## src/hdl/mph_pkg.sv

```systemverilog
// Package for the migration pattern histogrammer: operation codes, store
// state codes, request structure and default sizes. No dependencies.
`timescale 1ns / 1ps
`default_nettype none

package mph_pkg;

	localparam int DEF_CPU_COUNT    = 8;
	localparam int DEF_HANDOFF_BINS = 5;

	// widest addresses over the parameter ranges (64 cpus, 64 bins)
	localparam int CELL_AW_MAX = 12;
	localparam int BIN_AW_MAX  = 6;

	localparam int LEN_W = 32;
	localparam int CNT_W = 64;

	typedef enum logic [1:0] {
		FN_EVENT   = 2'd0,
		FN_RD_CELL = 2'd1,
		FN_RD_BIN  = 2'd2,
		FN_FLUSH   = 2'd3
	} mph_func_t;

	typedef enum logic {
		ST_CLEAR,
		ST_RUN
	} mph_state_t;

	// work handed from the run tracker to the counter store
	typedef struct packed {
		logic                   mx_wr;
		logic                   hs_wr;
		logic                   mx_rd_ok;
		logic                   hs_rd_ok;
		logic                   idx_err;
		logic [CELL_AW_MAX-1:0] mx_addr;
		logic [BIN_AW_MAX-1:0]  hs_addr;
		logic [LEN_W-1:0]       mx_add;
		logic [CNT_W-1:0]       total;
	} mph_req_t;

endpackage

`default_nettype wire

```

## src/hdl/mph_ram.sv

```systemverilog
// Generic single-clock RAM: one write port, one read port, registered read.
// No dependencies.
`timescale 1ns / 1ps
`default_nettype none

module mph_ram #(
	parameter int WIDTH = 64,
	parameter int DEPTH = 64
) (
	input  wire logic                                  clk,
	input  wire logic                                  we,
	input  wire logic [(DEPTH > 1 ? $clog2(DEPTH) : 1)-1:0] waddr,
	input  wire logic [WIDTH-1:0]                      wdata,
	input  wire logic                                  re,
	input  wire logic [(DEPTH > 1 ? $clog2(DEPTH) : 1)-1:0] raddr,
	output logic      [WIDTH-1:0]                      rdata
);

	logic [WIDTH-1:0] mem [DEPTH];

	always_ff @(posedge clk) begin
		if (we) begin
			mem[waddr] <= wdata;
		end
		if (re) begin
			rdata <= mem[raddr];
		end
	end

endmodule

`default_nettype wire

```

## src/hdl/mph_store.sv

```systemverilog
// Counter store: matrix and histogram RAMs, clear pass after reset,
// read-modify-write with forwarding of the last write. Depends on mph_pkg, mph_ram.
`timescale 1ns / 1ps
`default_nettype none

module mph_store #(
	parameter int CPU_COUNT    = mph_pkg::DEF_CPU_COUNT,
	parameter int HANDOFF_BINS = mph_pkg::DEF_HANDOFF_BINS
) (
	input  wire logic                      clk,
	input  wire logic                      arst_n,
	input  wire logic                      acc,
	input  wire logic                      adv,
	input  wire mph_pkg::mph_req_t         req,
	output logic                           busy,
	output logic                           res_valid,
	output logic [mph_pkg::CNT_W-1:0]      res_value,
	output logic                           res_err
);

	localparam int CELL_COUNT = CPU_COUNT * CPU_COUNT;
	localparam int CW         = $clog2(CELL_COUNT);
	localparam int BW         = (HANDOFF_BINS > 1) ? $clog2(HANDOFF_BINS) : 1;
	localparam int CLR_N      = (CELL_COUNT > HANDOFF_BINS) ? CELL_COUNT : HANDOFF_BINS;
	localparam int CLR_W      = $clog2(CLR_N);

	mph_pkg::mph_state_t state_q, state_d;
	logic [CLR_W-1:0]    clr_cnt_q;
	logic                clr_last;

	logic              valid_s1;
	mph_pkg::mph_req_t req_s1;

	logic                      mx_we, hs_we;
	logic [CW-1:0]             mx_waddr;
	logic [BW-1:0]             hs_waddr;
	logic [mph_pkg::CNT_W-1:0] mx_wdata, hs_wdata, mx_rdata, hs_rdata;
	logic [mph_pkg::CNT_W-1:0] mx_fwd, hs_fwd;
	logic [mph_pkg::CNT_W:0]   mx_sum, hs_sum;
	logic                      mx_commit, hs_commit;

	// last write to each RAM, for a read issued on the same edge
	logic                      mx_lw_valid_q, hs_lw_valid_q;
	logic [CW-1:0]             mx_lw_addr_q;
	logic [BW-1:0]             hs_lw_addr_q;
	logic [mph_pkg::CNT_W-1:0] mx_lw_data_q, hs_lw_data_q;

	assign busy     = (state_q == mph_pkg::ST_CLEAR);
	assign clr_last = (clr_cnt_q == CLR_W'(CLR_N - 1));

	always_comb begin
		state_d = state_q;
		case (state_q)
			mph_pkg::ST_CLEAR: begin
				if (clr_last) begin
					state_d = mph_pkg::ST_RUN;
				end
			end
			mph_pkg::ST_RUN: begin
				state_d = mph_pkg::ST_RUN;
			end
			default: begin
				state_d = mph_pkg::ST_CLEAR;
			end
		endcase
	end

	always_ff @(posedge clk or negedge arst_n) begin
		if (!arst_n) begin
			state_q   <= mph_pkg::ST_CLEAR;
			clr_cnt_q <= '0;
		end else begin
			state_q <= state_d;
			if (busy) begin
				clr_cnt_q <= clr_cnt_q + CLR_W'(1);
			end
		end
	end

	// stage 1
	always_ff @(posedge clk or negedge arst_n) begin
		if (!arst_n) begin
			valid_s1 <= 1'b0;
		end else if (adv) begin
			valid_s1 <= acc;
		end
	end

	always_ff @(posedge clk) begin
		if (acc) begin
			req_s1 <= req;
		end
	end

	assign mx_fwd = (mx_lw_valid_q && (mx_lw_addr_q == req_s1.mx_addr[CW-1:0])) ?
		mx_lw_data_q : mx_rdata;
	assign hs_fwd = (hs_lw_valid_q && (hs_lw_addr_q == req_s1.hs_addr[BW-1:0])) ?
		hs_lw_data_q : hs_rdata;

	assign mx_sum = {1'b0, mx_fwd} + {33'b0, req_s1.mx_add};
	assign hs_sum = {1'b0, hs_fwd} + (mph_pkg::CNT_W + 1)'(1);

	assign mx_commit = valid_s1 && adv && req_s1.mx_wr;
	assign hs_commit = valid_s1 && adv && req_s1.hs_wr;

	always_comb begin
		if (busy) begin
			mx_we    = {1'b0, clr_cnt_q} < (CLR_W + 1)'(CELL_COUNT);
			hs_we    = {1'b0, clr_cnt_q} < (CLR_W + 1)'(HANDOFF_BINS);
			mx_waddr = clr_cnt_q[CW-1:0];
			hs_waddr = clr_cnt_q[BW-1:0];
			mx_wdata = '0;
			hs_wdata = '0;
		end else begin
			mx_we    = mx_commit;
			hs_we    = hs_commit;
			mx_waddr = req_s1.mx_addr[CW-1:0];
			hs_waddr = req_s1.hs_addr[BW-1:0];
			mx_wdata = mx_sum[mph_pkg::CNT_W] ? '1 : mx_sum[mph_pkg::CNT_W-1:0];
			hs_wdata = hs_sum[mph_pkg::CNT_W] ? '1 : hs_sum[mph_pkg::CNT_W-1:0];
		end
	end

	always_ff @(posedge clk or negedge arst_n) begin
		if (!arst_n) begin
			mx_lw_valid_q <= 1'b0;
			hs_lw_valid_q <= 1'b0;
		end else begin
			mx_lw_valid_q <= !busy && (mx_lw_valid_q || mx_commit);
			hs_lw_valid_q <= !busy && (hs_lw_valid_q || hs_commit);
		end
	end

	always_ff @(posedge clk) begin
		if (mx_commit) begin
			mx_lw_addr_q <= mx_waddr;
			mx_lw_data_q <= mx_wdata;
		end
		if (hs_commit) begin
			hs_lw_addr_q <= hs_waddr;
			hs_lw_data_q <= hs_wdata;
		end
	end

	mph_ram #(
		.WIDTH(mph_pkg::CNT_W),
		.DEPTH(CELL_COUNT)
	) u_matrix (
		.clk  (clk),
		.we   (mx_we),
		.waddr(mx_waddr),
		.wdata(mx_wdata),
		.re   (acc),
		.raddr(req.mx_addr[CW-1:0]),
		.rdata(mx_rdata)
	);

	mph_ram #(
		.WIDTH(mph_pkg::CNT_W),
		.DEPTH(HANDOFF_BINS)
	) u_hist (
		.clk  (clk),
		.we   (hs_we),
		.waddr(hs_waddr),
		.wdata(hs_wdata),
		.re   (acc),
		.raddr(req.hs_addr[BW-1:0]),
		.rdata(hs_rdata)
	);

	assign res_valid = valid_s1;
	assign res_err   = req_s1.idx_err;
	assign res_value = req_s1.mx_rd_ok ? mx_fwd :
		(req_s1.hs_rd_ok ? hs_fwd : req_s1.total);

endmodule

`default_nettype wire

```

## config.mk

```make
export PLATFORM = sky130hd
export DESIGN_NAME = mph_store
export DESIGN_NICKNAME = d
export VERILOG_FILES = /design/src/hdl/mph_pkg.sv /design/src/hdl/mph_ram.sv /design/src/hdl/mph_store.sv
export SDC_FILE = /design/constraint.sdc
export NUM_CORES = 2
export LEC_CHECK = 0
export BUFFER_PORTS_ARGS = -buffer_cell sky130_fd_sc_hd__buf_2
export CAP_MARGIN = 20
export CORE_MARGIN = 2
export CORE_UTILIZATION = 40
export DETAILED_ROUTE_END_ITERATION = 7
export PLACE_DENSITY = 0.58
export SYNTH_ARGS = -nofsm -noshare
export SYNTH_HDL_FRONTEND = slang
export SYNTH_HIERARCHICAL = 1
export SYNTH_MEMORY_MAX_BITS = 65536
export SYNTH_SLANG_ARGS = --single-unit
```

## constraint.sdc

```tcl
create_clock -name clk -period 11.87 [get_ports clk]
set_input_delay 1.7805 -clock clk [delete_from_list [all_inputs] [get_ports clk]]
set_output_delay 1.7805 -clock clk [all_outputs]
set_load 0.01 [all_outputs]
```

-- Word-level counts from Yosys, hierarchy flattened
Memory sizes are Yosys's and may differ from the RTL's. A register that Yosys moved wholly into a read port is not among the register bits.
Cells that the tools add are included.
- bits in writable memories: 4416
- word-level logic and storage cells: 55
- register bits after elaboration: 257
- memories: 2
- output and inout bits: 67
- $lt $le $gt $ge: 1
- add/subtract/negate cells: 3
- muxes and demuxes: 18
- reductions and logical operators: 9
- equal/unequal tests: 3
- bitwise operators: 1
- memory list (name ; depth ; bits a word ; read ports ; clocked after Yosys merged registers in ; write ports ; line ; RTL):
    u_matrix.mem ; 64 ; 64 ; 1 ; 1 ; 1 ; mph_ram.sv:19 ; logic [WIDTH-1:0] mem [DEPTH];
    u_hist.mem ; 5 ; 64 ; 1 ; 1 ; 1 ; mph_ram.sv:19 ;
- operator list (cell ; number):
    two-way mux 64 bit ; 8
    adder 64 x 1 -> 65 bit (second input constant) ; 1
    adder 64 x 32 -> 65 bit ; 1
    logical AND 1 bit ; 7
    two-way mux 1 bit ; 7
    adder 6 x 1 -> 6 bit (second input constant) ; 1
    equality test 6 bit ; 1
    equality test 6 bit (second input constant) ; 1
    less-than comparator 6 x 3 -> 1 bit (second input constant) ; 1
    two-way mux 6 bit ; 1
    equality test 3 bit ; 1
    two-way mux 3 bit ; 1
    logical OR 1 bit ; 2
    case mux 1 bit (2 select lines) ; 1
    NOT 1 bit ; 1

-- Depth between registers and ports, before layout
- depth in word-level cells: 6
- gate-level depth with buffers: 21
- mapped depth without buffers: 16

-- Modules after synthesis
Netlist, hierarchy kept.
- by module, submodules not included (module ; cells an instance ; times used ; area each (um^2)):
    mph_ram (u_matrix) ; 6598 ; 1 ; 156989.3
    mph_store ; 1744 ; 1 ; 16777.3
    mph_ram (u_hist) ; 753 ; 1 ; 14263.7

-- Least setup slack after synthesis
No wires, ideal clock.
- path kind: input to register
- from: input adv
- to: memory u_hist.mem[0][0] (enable)
- data required time: 11.204 ns
- stages: 3
- setup slack: 0.735 ns
- setup time: 0.666 ns
- arrival time: 10.469 ns
- cells stage by stage: and3_1 a22o_1 nor4b_1
- cells in the longest elaborated chain, start to end: 5
- RTL lines (element ; line ; RTL):
    from (decl) ; mph_store.sv:13 ; input wire logic adv,
    logical AND 1 bit (2 in series) ; mph_store.sv:104 ; assign hs_commit = valid_s1 && adv && req_s1.hs_wr;
    two-way mux 1 bit ; mph_store.sv:107 ; if (busy) begin
    via hs_we ; mph_store.sv:34 ; logic mx_we, hs_we;
    two-way mux 1 bit ; mph_ram.sv:22 ; if (we) begin
    two-way mux 1 bit (not written as such) ; mph_ram.sv:23 ; mem[waddr] <= wdata;
    to (decl) ; mph_ram.sv:19 ;
The timed path passes the listed nets, and every way through them passes these cells.

-- Worst setup path in the final report
- from: register req_s1[103] in the netlist's numbering
- to: memory u_matrix.mem[20][34], data pin
- cells in the longest elaborated chain, start to end: 6
- RTL lines (element ; line ; RTL):
    from (decl) ; mph_store.sv:32 ; mph_pkg::mph_req_t req_s1;
    from (signal assigned) ; mph_store.sv:91 ; req_s1 <= req;
    equality test 6 bit ; mph_store.sv:95 ; assign mx_fwd = (mx_lw_valid_q && (mx_lw_addr_q == req_s1.mx_addr[CW-1:0])) ?
    logical AND 1 bit ; mph_store.sv:95 ;
    two-way mux 64 bit ; mph_store.sv:95 ;
    adder 64 x 32 -> 65 bit ; mph_store.sv:100 ; assign mx_sum = {1'b0, mx_fwd} + {33'b0, req_s1.mx_add};
    two-way mux 64 bit ; mph_store.sv:119 ; mx_wdata = mx_sum[mph_pkg::CNT_W] ? '1 : mx_sum[mph_pkg::CNT_W-1:0];
    two-way mux 64 bit ; mph_store.sv:107 ;
    via mx_wdata, one bit ; mph_store.sv:37 ; logic [mph_pkg::CNT_W-1:0] mx_wdata, hs_wdata, mx_rdata, hs_rdata;
    to (decl) ; mph_ram.sv:19 ;
The timed path passes the listed nets, and every way through them passes these cells.

==> out/results.ini <==
[timing]
hold_viol=0
fin_setup_tns_ns=0
fmax_mhz=125
period_minus_slack_ns=8.00
relSlewSlack=0.171
fin_crit_sh=0.674
worst_pin_slew_ns=1.24
drv_slew=0
finClkSkew_ns=0.118
setup_viol=0
rsz0062_at_grt=false
hold_ws_ns=0.527

[synth]
yosysSeqAreaShare=0.766
synthCells=9095
netlist_area_mm2=0.188
ys_warn_count=6
synth_cell_types=89
synth_top_flop_cell=edfxtp_1
ys_ff_latch=4801
syn_avg_cell_area_um2=20.7
synthArstFlopShare=0.00208
synth-edff-count=4791
synth_fp_nets=9256

[cts]
hold_buffers=0
numCtsBuffers=478
cts_root_buf=clkbuf_16
cts.htree.levels=5
cts_buffer_depth=4
post_cts_buffers=0
clock_latency_ns=1.03
cts_resized=0
path_clk_slew_ns=0.06
cts.sinks=4801
tritoncts=done

[detailed_routing]
wl_per_cell_um=33.3
wl_um=540000
drtIter0Drc=12479
vias_per_cell=6.03
vias=97672
drt_pass1_iterations=8
drc=1
ant_nets=0

[floorplanning]
row_count=251
initial_core_util=0.402
ios=190
fp.dieH_um=690
die_area_mm2=0.476
die_w_um=690
core_region_area_mm2=0.468

[final_layout]
fin_area_mm2=0.214
drive_gt1_frac=0.248
area_growth_pct=13.9
final_util=0.458
final_nets=9736

[setup_path]
crit_fanout=65
cp_data_arrival_time_ns=8.62
required_ns=12.49
worst_setup_path_end_kind=flop
critPathKind=reg -> reg
crit_path_start_kind=flop

[power]
p_switching_mw=7.43
p_int_mw=27.5
p_seq_frac=0.530
ir_drop_mv=0.139
power.leakage_nw=62.1
finalPower_mw=35.0
swShare=0.212
power_density_mw_per_mm2=163
combPwrFrac=0.038
clockPowerShare=0.432

[grt]
antenna_found_initial=47
grt.total_usage=0.223
gr-total-overflow=0
grt_first_pass_wirelength_um=750000
grt_max_degree=117
grt_pass1_vias=96948

[min_path]
hold_path_class=reg -> reg

[run_status]
outcome=complete, but fails checks
violations=design-rule violations

[placement]
gp_congestion=0.866
place.port_buffers=180
dpl.hpwl_um=302000
placed_area_mm2=0.198

[flow_run]
drv_cap=0

-- registers in the layout, indices dropped and copies added, names as in the netlist --
signal / flops
u_matrix/rdata: 64
u_matrix/mem: 4096
u_hist/rdata: 64
hs_lw_data_q: 64
res_err: 1
mx_lw_data_q: 64
clr_cnt_q: 6
u_hist/mem: 320
res_valid: 1
hs_lw_addr_q: 3
hs_lw_valid_q: 1
mx_lw_valid_q: 1
req_s1: 109
mx_lw_addr_q: 6
state_q: 1
-- final cells by class --
| cell class | instances | area [um2] |
|---|---|---|
| inverters | 107 | 409 |
| fillers | 38797 | 253000 |
| clock inverters | 323 | 3230 |
| diodes | 20 | 50.0 |
| flip-flops and latches | 4801 | 144000 |
| multi-input cells | 3687 | 42500 |
| clock buffers | 575 | 12500 |
| repair buffers | 500 | 3650 |
| well taps | 6198 | 7750 |
-- routing by layer --
layer	track usage	share of wire	routed length [um]
met1	0.305	0.39	213000
met2	0.367	0.49	262000
met3	0.0365	0.086	46500
met4	0.0708	0.034	18100
met5	0	0.000037	20
-- stage by stage --
step,std cells,worst slack [ns]
6_report,16211,3.87
5_1_grt,16203,3.74
4_1_cts,16185,3.58
3_5_place_dp,15287,3.59
3_3_place_gp,15285,3.80
2_1_floorplan,9095,0.735
-- cells in the final DEF, fill, tap and decap left out, types with 43 or more instances in the layout --
| master | instances |
|---|---|
| edfxtp_1 | 4791 |
| mux4_2 | 1024 |
| clkbuf_16 | 484 |
| buf_4 | 297 |
| mux2i_1 | 296 |
| nand2_1 | 264 |
| nor2_1 | 232 |
| buf_2 | 175 |
| a22oi_1 | 170 |
| a211oi_1 | 137 |
| clkinv_1 | 135 |
| nand3_1 | 122 |
| o21ai_0 | 109 |
| inv_1 | 104 |
| clkinv_2 | 96 |
| and3_1 | 95 |
| nor2b_1 | 92 |
| clkbuf_1 | 91 |
| a21oi_1 | 90 |
| a22o_1 | 89 |
| o22ai_1 | 84 |
| xnor2_1 | 69 |
| nor2_4 | 67 |
| a21oi_4 | 57 |
| xor2_1 | 56 |
| bufinv_16 | 55 |
| a221oi_1 | 49 |
| nand4_1 | 48 |
| mux2_2 | 43 |
-- worst max-delay path: stages, from the launching register on --
cell	delay (ns)
edfxtp_1	0.41
xor2_1	0.21
or3_1	0.49
nor2_4	0.14
buf_4	0.42
buf_4	0.53
mux2_2	0.50
ha_1	0.46
and3_1	0.22
o211ai_1	0.16
a2111oi_0	0.69
nor3_1	0.16
o21ai_2	0.34
buf_4	0.33
and3_1	0.35
nand2_4	0.36
buf_4	0.45
buf_4	0.44
a21oi_4	0.21
buf_4	0.51
-- power groups by stage --
stage / registers, mW / clock network, mW / logic, mW
floorplan: 18.9 / 0 / 0.750
CTS: 18.5 / 15.3 / 1.31
global placement: 18.9 / 0 / 1.31
detailed placement: 18.9 / 0 / 1.30
finish: 18.5 / 15.1 / 1.31
global route: 18.5 / 16.0 / 1.38
-- Yosys cell counts (16+ instances only) --
master     count  area share
o22ai_1       84      0.0028
a31oi_1       30      0.0010
a21oi_1      147      0.0039
and3_1        97      0.0032
a2bb2oi_1     19     0.00089
nor2b_1       96      0.0032
nand4_1       48      0.0016
xor2_1        58      0.0027
a211oi_1     138      0.0055
a22oi_1      170      0.0068
a221oi_1      49      0.0023
or2_2         35      0.0012
xnor2_1       70      0.0033
edfxtp_1    4791        0.77
nand3_1      122      0.0032
a22o_1        89      0.0041
inv_1        104      0.0021
or3_1         36      0.0012
nand2_1      269      0.0054
a41oi_1       29      0.0014
o211ai_1      28      0.0011
o21ai_0      109      0.0029
nor3_1        43      0.0011
buf_1         31     0.00062
a221oi_2      16      0.0013
o221ai_1      38      0.0018
mux2i_1      296       0.016
mux2_2        43      0.0026
ha_1          37      0.0025
mux4_2      1024        0.12
buf_4         47      0.0019
clkbuf_1     214      0.0043
nor2_1       298      0.0059
buf_2        196      0.0052
o21a_1        25      0.0010
nand2b_1      20     0.00067
-- worst paths after layout --
kind,startpoint,endpoint,slack (ns),depth (start not counted)
hold / removal,clr_cnt_q[0],clr_cnt_q[0],0.53,1
min in group asynchronous,arst_n,mx_lw_valid_q,0.68,1
setup reg to reg,req_s1[103],u_matrix/mem[20][34],3.87,19
max in group asynchronous,arst_n,state_q,10.91,1
hold reg to reg,clr_cnt_q[0],clr_cnt_q[0],0.53,1
setup / recovery,req_s1[103],u_matrix/mem[20][34],3.87,19
-- cell families (layout without fill, tap and decap cells) --
group                    after synthesis  in the layout  synth area share
AO/OA/AOI/OAI                       1028           1028            0.0393
XOR/XNOR                             128            128           0.00596
adder cells (fa/ha/maj)               38             38           0.00257
buffers and inverters                607           1505            0.0149
flip-flops                          4801           4801             0.766
multiplexers                        1365           1365             0.141
other                                  0             20                 0
AND/OR/NAND/NOR                     1128           1128            0.0297
Note: power is estimated with default switching activity, not from simulation.
