File: config.mk
export PLATFORM = sky130hd
export DESIGN_NAME = mph_tracker
export DESIGN_NICKNAME = d
export VERILOG_FILES = /design/src/hdl/mph_pkg.sv /design/src/hdl/mph_tracker.sv
export SDC_FILE = /design/constraint.sdc
export NUM_CORES = 1
export LEC_CHECK = 0
export ABC_CLOCK_PERIOD_IN_PS = 2900
export BUFFER_PORTS_ARGS = -buffer_cell sky130_fd_sc_hd__buf_2
export CAP_MARGIN = 0
export CORE_ASPECT_RATIO = 0.5
export CORE_MARGIN = 2
export CORE_UTILIZATION = 40
export CTS_CLUSTER_SIZE = 8
export DETAILED_ROUTE_END_ITERATION = 10
export PLACE_DENSITY = 0.68
export SETUP_SLACK_MARGIN = 0.3
export SLEW_MARGIN = 0
export SYNTH_ARGS = -nofsm -noshare
export SYNTH_HDL_FRONTEND = slang
export SYNTH_SLANG_ARGS = --single-unit
export TNS_END_PERCENT = 1
File: constraint.sdc
create_clock -name clk -period 2.9 [get_ports clk]
set_input_delay 0.58 -clock clk [delete_from_list [all_inputs] [get_ports clk]]
set_output_delay 0.58 -clock clk [all_outputs]
set_load 0.01 [all_outputs]
File: src/hdl/mph_pkg.sv
// Package for the migration pattern histogrammer: operation codes, store
// state codes, request structure and default sizes. No dependencies.
`timescale 1ns / 1ps
`default_nettype none

package mph_pkg;

	localparam int DEF_CPU_COUNT    = 8;
	localparam int DEF_HANDOFF_BINS = 5;

	// widest addresses over the parameter ranges (64 cpus, 64 bins)
	localparam int CELL_AW_MAX = 12;
	localparam int BIN_AW_MAX  = 6;

	localparam int LEN_W = 32;
	localparam int CNT_W = 64;

	typedef enum logic [1:0] {
		FN_EVENT   = 2'd0,
		FN_RD_CELL = 2'd1,
		FN_RD_BIN  = 2'd2,
		FN_FLUSH   = 2'd3
	} mph_func_t;

	typedef enum logic {
		ST_CLEAR,
		ST_RUN
	} mph_state_t;

	// work handed from the run tracker to the counter store
	typedef struct packed {
		logic                   mx_wr;
		logic                   hs_wr;
		logic                   mx_rd_ok;
		logic                   hs_rd_ok;
		logic                   idx_err;
		logic [CELL_AW_MAX-1:0] mx_addr;
		logic [BIN_AW_MAX-1:0]  hs_addr;
		logic [LEN_W-1:0]       mx_add;
		logic [CNT_W-1:0]       total;
	} mph_req_t;

endpackage

`default_nettype wire

File: src/hdl/mph_tracker.sv
// Run tracker: last-event and open-run registers, decides commits and reads
// for each accepted beat. Depends on mph_pkg.
`timescale 1ns / 1ps
`default_nettype none

module mph_tracker #(
	parameter int CPU_COUNT    = mph_pkg::DEF_CPU_COUNT,
	parameter int HANDOFF_BINS = mph_pkg::DEF_HANDOFF_BINS
) (
	input  wire logic             clk,
	input  wire logic             arst_n,
	input  wire logic             acc,
	input  wire logic [1:0]       func,
	input  wire logic [21:0]      task_id,
	input  wire logic [2:0]       from_cpu,
	input  wire logic [2:0]       to_cpu,
	input  wire logic [5:0]       read_index,
	output mph_pkg::mph_req_t     req
);

	localparam int CELL_COUNT = CPU_COUNT * CPU_COUNT;

	mph_pkg::mph_func_t fn;

	logic                      have_q;
	logic [21:0]               prev_task_q;
	logic [2:0]                prev_from_q, prev_to_q;
	logic [mph_pkg::LEN_W-1:0] pp_len_q, ho_len_q;
	logic [2:0]                pp_from_q, pp_to_q;
	logic [mph_pkg::CNT_W-1:0] total_q;

	logic                      same, rev, commit, pp_in_range;
	logic [mph_pkg::LEN_W-1:0] bin_full;

	assign fn = mph_pkg::mph_func_t'(func);

	assign same   = have_q && (task_id == prev_task_q);
	assign rev    = (prev_from_q == to_cpu) && (prev_to_q == from_cpu);
	assign commit = (fn == mph_pkg::FN_FLUSH) || ((fn == mph_pkg::FN_EVENT) && have_q && !same);

	assign pp_in_range = ({4'b0, pp_from_q} < 7'(CPU_COUNT)) && ({4'b0, pp_to_q} < 7'(CPU_COUNT));

	// long hand-offs land in the last bin
	assign bin_full = (ho_len_q > mph_pkg::LEN_W'(HANDOFF_BINS)) ?
		mph_pkg::LEN_W'(HANDOFF_BINS - 1) : (ho_len_q - mph_pkg::LEN_W'(1));

	always_comb begin
		req          = '0;
		req.mx_addr  = mph_pkg::CELL_AW_MAX'(pp_from_q) * mph_pkg::CELL_AW_MAX'(CPU_COUNT)
			+ mph_pkg::CELL_AW_MAX'(pp_to_q);
		req.hs_addr  = bin_full[mph_pkg::BIN_AW_MAX-1:0];
		req.mx_add   = pp_len_q;
		req.mx_wr    = commit && (pp_len_q != '0) && pp_in_range;
		req.hs_wr    = commit && (ho_len_q != '0);
		case (fn)
			mph_pkg::FN_EVENT: begin
				req.total = total_q + mph_pkg::CNT_W'(1);
			end
			mph_pkg::FN_FLUSH: begin
				req.total = total_q;
			end
			mph_pkg::FN_RD_CELL: begin
				req.mx_addr  = mph_pkg::CELL_AW_MAX'(read_index);
				req.mx_rd_ok = {7'b0, read_index} < 13'(CELL_COUNT);
			end
			mph_pkg::FN_RD_BIN: begin
				req.hs_addr  = mph_pkg::BIN_AW_MAX'(read_index);
				req.hs_rd_ok = {1'b0, read_index} < 7'(HANDOFF_BINS);
				req.idx_err  = !req.hs_rd_ok;
			end
			default: begin
				req.total = '0;
			end
		endcase
	end

	always_ff @(posedge clk or negedge arst_n) begin
		if (!arst_n) begin
			have_q      <= 1'b0;
			prev_task_q <= '0;
			prev_from_q <= '0;
			prev_to_q   <= '0;
			pp_len_q    <= '0;
			pp_from_q   <= '0;
			pp_to_q     <= '0;
			ho_len_q    <= '0;
			total_q     <= '0;
		end else if (acc) begin
			if (commit) begin
				pp_len_q <= '0;
				ho_len_q <= '0;
			end
			if (fn == mph_pkg::FN_EVENT) begin
				if (same && rev) begin
					if (pp_len_q == '0) begin
						pp_from_q <= prev_from_q;
						pp_to_q   <= prev_to_q;
					end
					if (pp_len_q != '1) begin
						pp_len_q <= pp_len_q + mph_pkg::LEN_W'(1);
					end
				end else if (same) begin
					if (ho_len_q != '1) begin
						ho_len_q <= ho_len_q + mph_pkg::LEN_W'(1);
					end
				end
				have_q      <= 1'b1;
				prev_task_q <= task_id;
				prev_from_q <= from_cpu;
				prev_to_q   <= to_cpu;
				total_q     <= total_q + mph_pkg::CNT_W'(1);
			end else if (fn == mph_pkg::FN_FLUSH) begin
				have_q <= 1'b0;
			end
		end
	end

endmodule

`default_nettype wire

Yosys cells after proc, flatten, opt, wreduce, memory -nomap -nowiden
Cells that the tools add are included.
{"block": "word_totals", "reg_bits": 163, "input_bits": 39, "wordCells": 59}
{"block": "op_classes", "add_sub_neg": 5, "magnitude_cmp": 2, "n_eq_ne": 8, "n_mux": 17, "n_reduce_logical": 18}
{"cell": "$mux 32", "n": 9}
{"cell": "$pmux 64 s2", "n": 1}
{"cell": "$add 32x1->32 const B", "n": 2}
{"cell": "$add 64x1->64 const B", "n": 1}
{"cell": "$ne 32x32->1 const B", "n": 2}
{"cell": "$reduce_bool 32->1", "n": 2}
{"cell": "$gt 32x3->1 const B", "n": 1}
{"cell": "$logic_not 32->1", "n": 1}
{"cell": "$eq 22x22->1", "n": 1}
{"cell": "$mux 6", "n": 2}
{"cell": "$add 6x3->7", "n": 1}
{"cell": "$logic_and 1x1->1", "n": 7}
{"cell": "$mux 7", "n": 1}
{"cell": "$eq 3x3->1", "n": 2}
{"cell": "$lt 6x3->1 const B", "n": 1}
{"cell": "$sub 6x1->6 const B", "n": 1}
{"cell": "$eq 2x2->1 const B", "n": 2}
{"cell": "$reduce_and 2->1", "n": 2}
{"cell": "$reduce_and 4->1", "n": 1}
{"cell": "$mux 1", "n": 3}
{"cell": "$eq 2x1->1 const B", "n": 1}
{"cell": "$logic_not 1->1", "n": 2}
{"cell": "$logic_not 2->1", "n": 1}
{"cell": "$mux 2", "n": 1}
{"cell": "other kinds (2)", "n": 2}

Longest topological paths before layout
Gate-level depths: netlist of the first run.
{"block": "logic_depth", "ltp_word": 10, "depth_mapped": 10}

Worst setup path after synthesis of the first run
No wires, ideal clock.
{"block": "synth_timing", "path_kind": "register -> output", "start": "reg total_q[9] in the netlist's numbering", "end": "out req[50] in the netlist's numbering", "arrival_ps": 2507, "t_required_ps": 2320, "slack_ps": -187, "path_stages_with_launch": 10, "cell_sequence": "dfrtp_1 clkbuf_1 and4_1 nand4_1 nor4_1 clkbuf_1 and2_1 clkbuf_1 nand2_1 o31ai_1"}
{"item": "from (decl)", "line": "mph_tracker.sv:30", "rtl": "logic [mph_pkg::CNT_W-1:0] total_q;"}
{"item": "from (signal assigned)", "line": "mph_tracker.sv:111", "rtl": "total_q <= total_q + mph_pkg::CNT_W'(1);"}
{"item": "to (decl)", "line": "mph_tracker.sv:18", "rtl": "output mph_pkg::mph_req_t req"}

==> impl_results.md, run 1 <==
- Tmin final: 3.223 ns
- Layout cells sized above 1: 29.37%
- Leakage Power: 6.615 nW
- Ranking of synthesized cells by area: dfrtp_1 (37%), nand2_1 (7.2%), xnor2_1 (5.0%)
- Post-synth top area cell: dfrtp_1
- Row count: 42
- Nets: 1610
- Worst Path Arrival: 2.64 ns
- Critical path type: flip-flop to output pin
- Asr flop ratio synth: 100.0%
- Syn-to-layout area delta: 29.51%
- H-Tree Depth: 4
- Vias in the first global route: 10.93k
- Fill cells: 2448
- Hold buffer count at cts: 0
- Gr usage total: 24.02%
- Final Cell Area: 14210 sq um
- Antenna violations before repair: 2
- Slew @ Worst Pin: 0.7254 ns
- CTS root buf: clkbuf_16
- Crit path required time: 2.32 ns
- Detail Route Antenna Nets: 0
- Core Area: 26700 sq um
- Yosys top cell area share: 37.17%
- Largest net degree at the start of global routing: 71
- Final setup viols: 43
- WL final: 34490 um
- Crit path launch type: flip-flop
- Post-synthesis sequential area ratio: 37.17%
- Failing checks: setup timing
- CTS Sinks: 163
- Distinct cells, synth: 69
- First-pass GRT wire length: 55670 um
- Max-Cap Viols: 0
- CTS clock-pin slew for the worst setup and hold paths: 0.07 ns
- Final worst slack: -0.3226 ns
- Die area: 28860 sq um
- Worst Setup End Kind: output pin
- Synth warn: 0
- Syn Area/Cell: 8.208 sq um
- DP HPWL: 24390 um
- Drt first pass iters: 5
- Initial DRC Count: 915
- Die Y: 121.1 um
- Vias: 11.30k
- Post-synth top flop: dfrtp_1
- Die width: 238.2 um
- CTS tree: done
- DP Area: 13120 sq um
- Clock latency on the worst-skew pair: 0.45 ns
- Slew Limit Fails: 0
- FMAX: 310.3 MHz
- Post-synthesis register bit count: 163
- Outcome: finished, violations left
- Rel. slew slack: 51.64%
- Setup Skew: 0.01134 ns
- Gr ovfl total: 0
- Post-Syn Area: 10970 sq um
- GP Congestion: 0.8899
- Total power draw: 0.005737 W
- Final worst path period share: 111.1%
- Drt via density: 5.864
- EDFF count, synth: 0
- Tightest Hold Check Type: input pin to asynchronous set/reset pin
- CP max FO: 6
- P per Cell Area: 403.7 nW/um^2
- Fin. Hold Viols: 0
- Ports: 158
- Residual DRC: 0
- Total CTS buffers: 17
- Mapped Cells: 1337
- IO Port Bufs: 151
- Drt wl/cell: 17.90 um
- Maximum VDD drop: 476.5 uV
- Starting Density: 41.11%
- CTS max path bufs: 2
- RSZ-0062 raised after global routing: true
-- critical path, stage by stage, from the launching register on --
cell and delay [ns]:
dfrtp_1 0.37, buf_6 0.13, and4_4 0.23, nand4_1 0.15, nor4_2 0.18, buf_4 0.17, or3b_4 0.43, o311ai_4 0.27
o31ai_2 0.10, buf_2 0.15
-- per-layer routing --
metal	global-route usage [%]	share of wire [%]
met1	31.61	44
met2	39.12	48
met3	4.231	5.1
met4	10.39	2.9
met5	0	0
-- cell usage after synthesis (3+ instances only) --
| cell | instances |
|---|---|
| a32oi_1 | 3 |
| nor2_1 | 80 |
| mux2_4 | 6 |
| nand3_1 | 63 |
| xor2_1 | 35 |
| nand2_1 | 211 |
| o311ai_0 | 8 |
| clkinv_1 | 3 |
| mux2_2 | 10 |
| nand2b_1 | 5 |
| and4_1 | 15 |
| buf_2 | 10 |
| xnor2_1 | 63 |
| and3_1 | 24 |
| or4_1 | 19 |
| inv_1 | 20 |
| or2_2 | 4 |
| a22oi_1 | 7 |
| dfrtp_1 | 163 |
| a32o_1 | 5 |
| buf_4 | 7 |
| a31oi_1 | 23 |
| o21ai_0 | 79 |
| a21bo_2 | 3 |
| o31ai_1 | 42 |
| o41ai_1 | 4 |
| o2bb2ai_1 | 11 |
| ha_1 | 11 |
| o22ai_1 | 4 |
| mux2i_1 | 10 |
| nor4_1 | 27 |
| buf_1 | 9 |
| a22o_1 | 11 |
| or3_1 | 24 |
| a21o_1 | 32 |
| a41oi_1 | 8 |
| nand4_1 | 59 |
| clkbuf_1 | 82 |
| nor3_1 | 31 |
| a21oi_1 | 60 |
| and2_1 | 9 |
| nand3b_1 | 8 |
-- final timing paths --
| path | start | to | slack (ns) | depth (start not counted) |
|---|---|---|---|---|
| worst max-delay path | total_q[6] | req[63] | -0.32 | 9 |
| worst min-delay path | arst_n | total_q[0] | 0.15 | 1 |
| worst max register to register | prev_task_q[21] | ho_len_q[21] | 0.22 | 7 |
| worst min register to register | prev_task_q[16] | prev_task_q[16] | 0.50 | 2 |
| max in group asynchronous | arst_n | total_q[35] | 1.95 | 2 |
| min in group clk | to_cpu[2] | prev_to_q[2] | 0.35 | 3 |
-- registers in the layout, indices dropped and copies added, names as in the netlist --
signal,flops
total_q,64
ho_len_q,32
pp_len_q,32
prev_task_q,22
pp_from_q,3
pp_to_q,3
prev_from_q,3
prev_to_q,3
have_q,1
-- metrics by stage --
stage / hold slack, ns / setup WS, ns / setup TNS (ns) / cells / util (%)
5_1_grt: 0.2003 / -0.4248 / -12.79 / 1927 / 53.24
6_report: 0.1506 / -0.3226 / -5.753 / 1927 / 53.24
4_1_cts: 0.1812 / -0.3117 / -6.869 / 1920 / 52.42
3_3_place_gp: 0.4796 / -0.04454 / -0.1883 / 1884 / 49.15
2_1_floorplan: 0.2844 / 0.02530 / 0 / 1342 / -
3_5_place_dp: 0.4877 / -0.08204 / -0.5631 / 1884 / 49.15
-- cell families (layout without fill, tap and decap cells) --
kind of cell	after synthesis	after routing	share of synthesized area, %
xor gates and xnor gates	98	98	7.821
buffers and inverters	133	364	4.982
and+or+nand+nor	591	591	27.15
muxes	26	26	2.759
adders and majority gates	11	11	1.254
other	1	8	0.03417
DFF	163	163	37.17
AOI/OAI and AO/OA	314	314	18.83
-- cell usage in the layout, fill, tap and decap left out, drive strengths merged, types with 10 or more instances in the layout --
| cell | count |
|---|---|
| buf | 309 |
| nand2 | 211 |
| dfrtp | 163 |
| nor2 | 80 |
| o21ai | 80 |
| nand3 | 63 |
| xnor2 | 63 |
| a21oi | 61 |
| nand4 | 59 |
| o31ai | 42 |
| xor2 | 35 |
| a21o | 32 |
| nor3 | 31 |
| nor4 | 29 |
| or3 | 24 |
| and3 | 24 |
| a31oi | 23 |
| clkbuf | 22 |
| inv | 21 |
| or4 | 20 |
| mux2 | 16 |
| and4 | 15 |
| a22o | 11 |
| o2bb2ai | 11 |
| ha | 11 |
| clkinv | 11 |
| mux2i | 10 |
-- cell type report --
cell class	instances	area, sq um	area share, %
diodes	2	5.005	0.03521
clock buffers	22	484.2	3.407
clock inverters	10	75.07	0.5282
inverters	23	87.58	0.6163
multi-input cells	1046	6920	48.69
flip-flops and latches	163	4089	28.77
well taps	352	440.4	3.099
repair buffers	309	2111	14.85
-- what timing repair did --
action | CTS | global route
gates cloned | 0 | 0
endpoints found under the setup margin | 119 | 127
setup buffers | 4 | 5
gates resized for setup | 85 | 54
pin swaps | 21 | 25
-- where the power goes --
part           leakage [nW]  internal, W  switching [W]
logic                  4.15     0.000453       0.000572
clock network         0.276      0.00119       0.000994
registers              2.18      0.00240       0.000128
total                  6.62      0.00404        0.00169
Power figures use the tool's default switching activity.
==> inputs of run 2 (changes only) <==
- ABC_CLOCK_PERIOD_IN_PS: 2900 -> 3500
- PLACE_DENSITY: 0.68 -> 0.66
- clock period: 2.9 -> 3.5 ns (I/O delays scaled with it)
==> run 2 against run 1 <==
  * The run now ends clean
  * Die area unchanged
  * Routed wire length down 2.4%
  * Sequential share of layout area up 1.6 points
  * Register-to-register slack better by 0.07 ns
  * Hold slack better by 0.10 ns
  * Cell count down 3.0%
  * Global-route usage down 1.2 points
  * Non-clock buffer count down 60
  * Combinational power down 35%
  * Largest power group unchanged
  * Clock power down 7%
==> impl_results.md, run 2 (synthesized netlist as in run 1, its figures left out) <==
- Detail Route Antenna Nets: 0 (unchanged)
- Drt wl/cell: 18.00 um (+0.59%)
- CP peak stage delay: 0.41 ns (-0.02 ns)
- Setup_tns: 0 ns (+5.753 ns)
- Sw Ratio: 28.13% (-1.4 points)
- Gr usage total: 22.84% (-1.2 points)
- Clock latency on the worst-skew pair: 0.46 ns (about the same)
- Ports: 158 (unchanged)
- CP max FO: 8 (+2)
- FMAX: 292.1 MHz
- CTS Sinks: 163 (unchanged)
- Worst Path Arrival: 2.72 ns (+0.08 ns)
- Critical path's top delay family: simple AND/OR/NAND/NOR gates
- Sw power: 0.001358 W (-20%)
- Final setup viols: 0 (-100%)
- Starting Density: 41.11% (unchanged)
- H-Tree Depth: 4 (unchanged)
- Seq pwr share: 44.0% (about the same)
- Die width: 238.2 um (unchanged)
- Slew @ Worst Pin: 0.8917 ns (+0.1663 ns)
- P per Cell Area: 357.0 nW/um^2 (-12%)
- Buffers and inverters on the worst path: 2 (-1)
- RSZ-0062 raised after global routing: true
- Core Area: 26700 sq um (unchanged)
- WL final: 33650 um (-2.4%)
- Vias in the first global route: 10.16k (-7.0%)
- CP cell instances: and4_4 -> nand4_1 -> nor4_4 -> buf_12 -> nand4_1 -> or3_1 -> o21ai_2 -> buf_2
- Tmin final: 3.424 ns
- CTS max path bufs: 2 (unchanged)
- Top Registers: total_q x64, ho_len_q x32, pp_len_q x32
- Final worst path period share: 97.82%
- Critical path type: flip-flop to output pin
- Worst Setup End Kind: output pin
- Commonest cells after routing, fill and taps aside: nand2_1 (206), buf_2 (150), dfrtp_1 (145)
- Register name with the most flops: total_q
- Fin. Hold Viols: 0 (unchanged)
- Largest net degree at the start of global routing: 75 (+5.6%)
- Antenna violations before repair: 4 (+2)
- DP HPWL: 22750 um (-6.7%)
- IO Port Bufs: 151 (unchanged)
- Die area: 28860 sq um (unchanged)
- Setup Skew: 0.008811 ns (-0.002532 ns)
- Drt via density: 5.910 (+0.79%)
- CTS clock-pin slew for the worst setup and hold paths: 0.07 ns (about the same)
- GP Congestion: 0.8947 (+0.54%)
- CP max stage cell: dfrtp_1
- Fin Hold WS: 0.2553 ns (+0.1047 ns)
- Vias: 11.05k (-2.2%)
- First-pass GRT wire length: 52870 um (-5.0%)
- Max-Cap Viols: 0 (unchanged)
- Die Y: 121.1 um (unchanged)
- Drt first pass iters: 7 (+2)
- CTS root buf: clkbuf_16
- Residual DRC: 0 (unchanged)
- Max reg flops: 64 (unchanged)
- CTS tree: done
- Crit path required time: 2.80 ns (+0.48 ns)
- Total CTS buffers: 17 (unchanged)
- Slew Limit Fails: 0 (unchanged)
- Rel. slew slack: 40.29% (-11 points)
- Combinational share of power: 13.9% (-4.0 points)
- Internal reg-to-reg setup slack: 0.29 ns (+0.07 ns)
- Layout cells sized above 1: 24.85% (-4.5 points)
- Nets: 1550 (-3.7%)
- Leakage Power: 6.156 nW (-7.0%)
- Initial DRC Count: 906 (-0.98%)
- Clock network power share: 42.1% (+4.0 points)
- Top cell by count, worst path: nand4_1
- Syn-to-layout area delta: 23.22%
- Tightest Hold Check Type: input pin to asynchronous set/reset pin
- Gr ovfl total: 0 (unchanged)
- Commonest non-fill, non-tap cell in the layout: nand2_1
- Row count: 42 (unchanged)
- Outcome: completed
- Pint: 0.003470 W (-14%)
- Crit path launch type: flip-flop
- Maximum VDD drop: 395.4 uV (-17%)
run 2: power groups by stage:
| stage | Sequential [W] | Clock [W] | Combinational [W] |
|---|---|---|---|
| 3_5_place_dp | 0.00215 | 0 | 0.000644 |
| 6_report | 0.00213 | 0.00203 | 0.000670 |
| 3_3_place_gp | 0.00215 | 0 | 0.000627 |
| 5_1_grt | 0.00214 | 0.00214 | 0.000739 |
| 2_1_floorplan | 0.00211 | 0 | 0.000422 |
| 4_1_cts | 0.00212 | 0.00206 | 0.000653 |
run 2: final cells by class:
class | count | area, sq um
inverter | 23 | 86.33
clock buffer | 23 | 498.0
multi-input combinational | 1046 | 6664
tap | 352 | 440.4
clock inverter | 9 | 125.1
antenna | 4 | 10.01
sequential | 163 | 4101
timing repair buffer | 249 | 1598
fill | 2465 | 13170
run 2: final timing paths:
| kind | startpoint | to | cells past startpoint |
|---|---|---|---|
| max | total_q[15] | req[36] | 8 |
| min | arst_n | total_q[18] | 1 |
| min in group clk | task_id[15] | prev_task_q[15] | 3 |
| max reg2reg | pp_len_q[1] | pp_len_q[29] | 8 |
| min reg2reg | prev_task_q[15] | prev_task_q[15] | 2 |
| max in group asynchronous | arst_n | total_q[13] | 2 |
run 2: repair_timing:
| action | 4_1_cts | 5_1_grt |
|---|---|---|
| pin swaps | 4 | 15 |
| hold buffers | 0 | 0 |
| gates resized for setup | 42 | 43 |
| setup buffers | 11 | 33 |
| cloned | 0 | 1 |
| endpoints found under the setup margin | 46 | 87 |
run 2: worst reg2reg max path, stage by stage (launching register included):
cell and delay [ns]:
dfrtp_1 0.45, ha_1 0.28, nand4_1 0.17, or4_1 0.62, or4_1 0.61, nor3b_2 0.29
a21oi_4 0.39, buf_12 0.20, a21o_1 0.13
run 2: layer usage:
layer | up-vias | routed length, um | GRT usage (%) | part of all wire [%]
met2 | 392 | 16180 | 36.84 | 48
met1 | 5394 | 14770 | 29.96 | 44
li1 | 5191 | - | - | -
met5 | - | 0 | 0 | 0
met3 | 69 | 1710 | 4.095 | 5.1
met4 | 0 | 997 | 10.74 | 3.0
run 2: stage by stage:
| step | setup slack (ns) | total power [W] | util, % | instance area [sq um] | cells |
|---|---|---|---|---|---|
| 2_1_floorplan | 0.3126 | 0.002529 | - | 11000 | 1342 |
| 3_3_place_gp | 0.1684 | 0.002772 | 45.81 | 12230 | 1788 |
| 3_5_place_dp | 0.1317 | 0.002794 | 45.81 | 12230 | 1788 |
| 4_1_cts | 0.05708 | 0.004829 | 48.97 | 13070 | 1831 |
| 5_1_grt | 0.004948 | 0.005018 | 50.66 | 13520 | 1869 |
| 6_report | 0.07626 | 0.004828 | 50.66 | 13520 | 1869 |
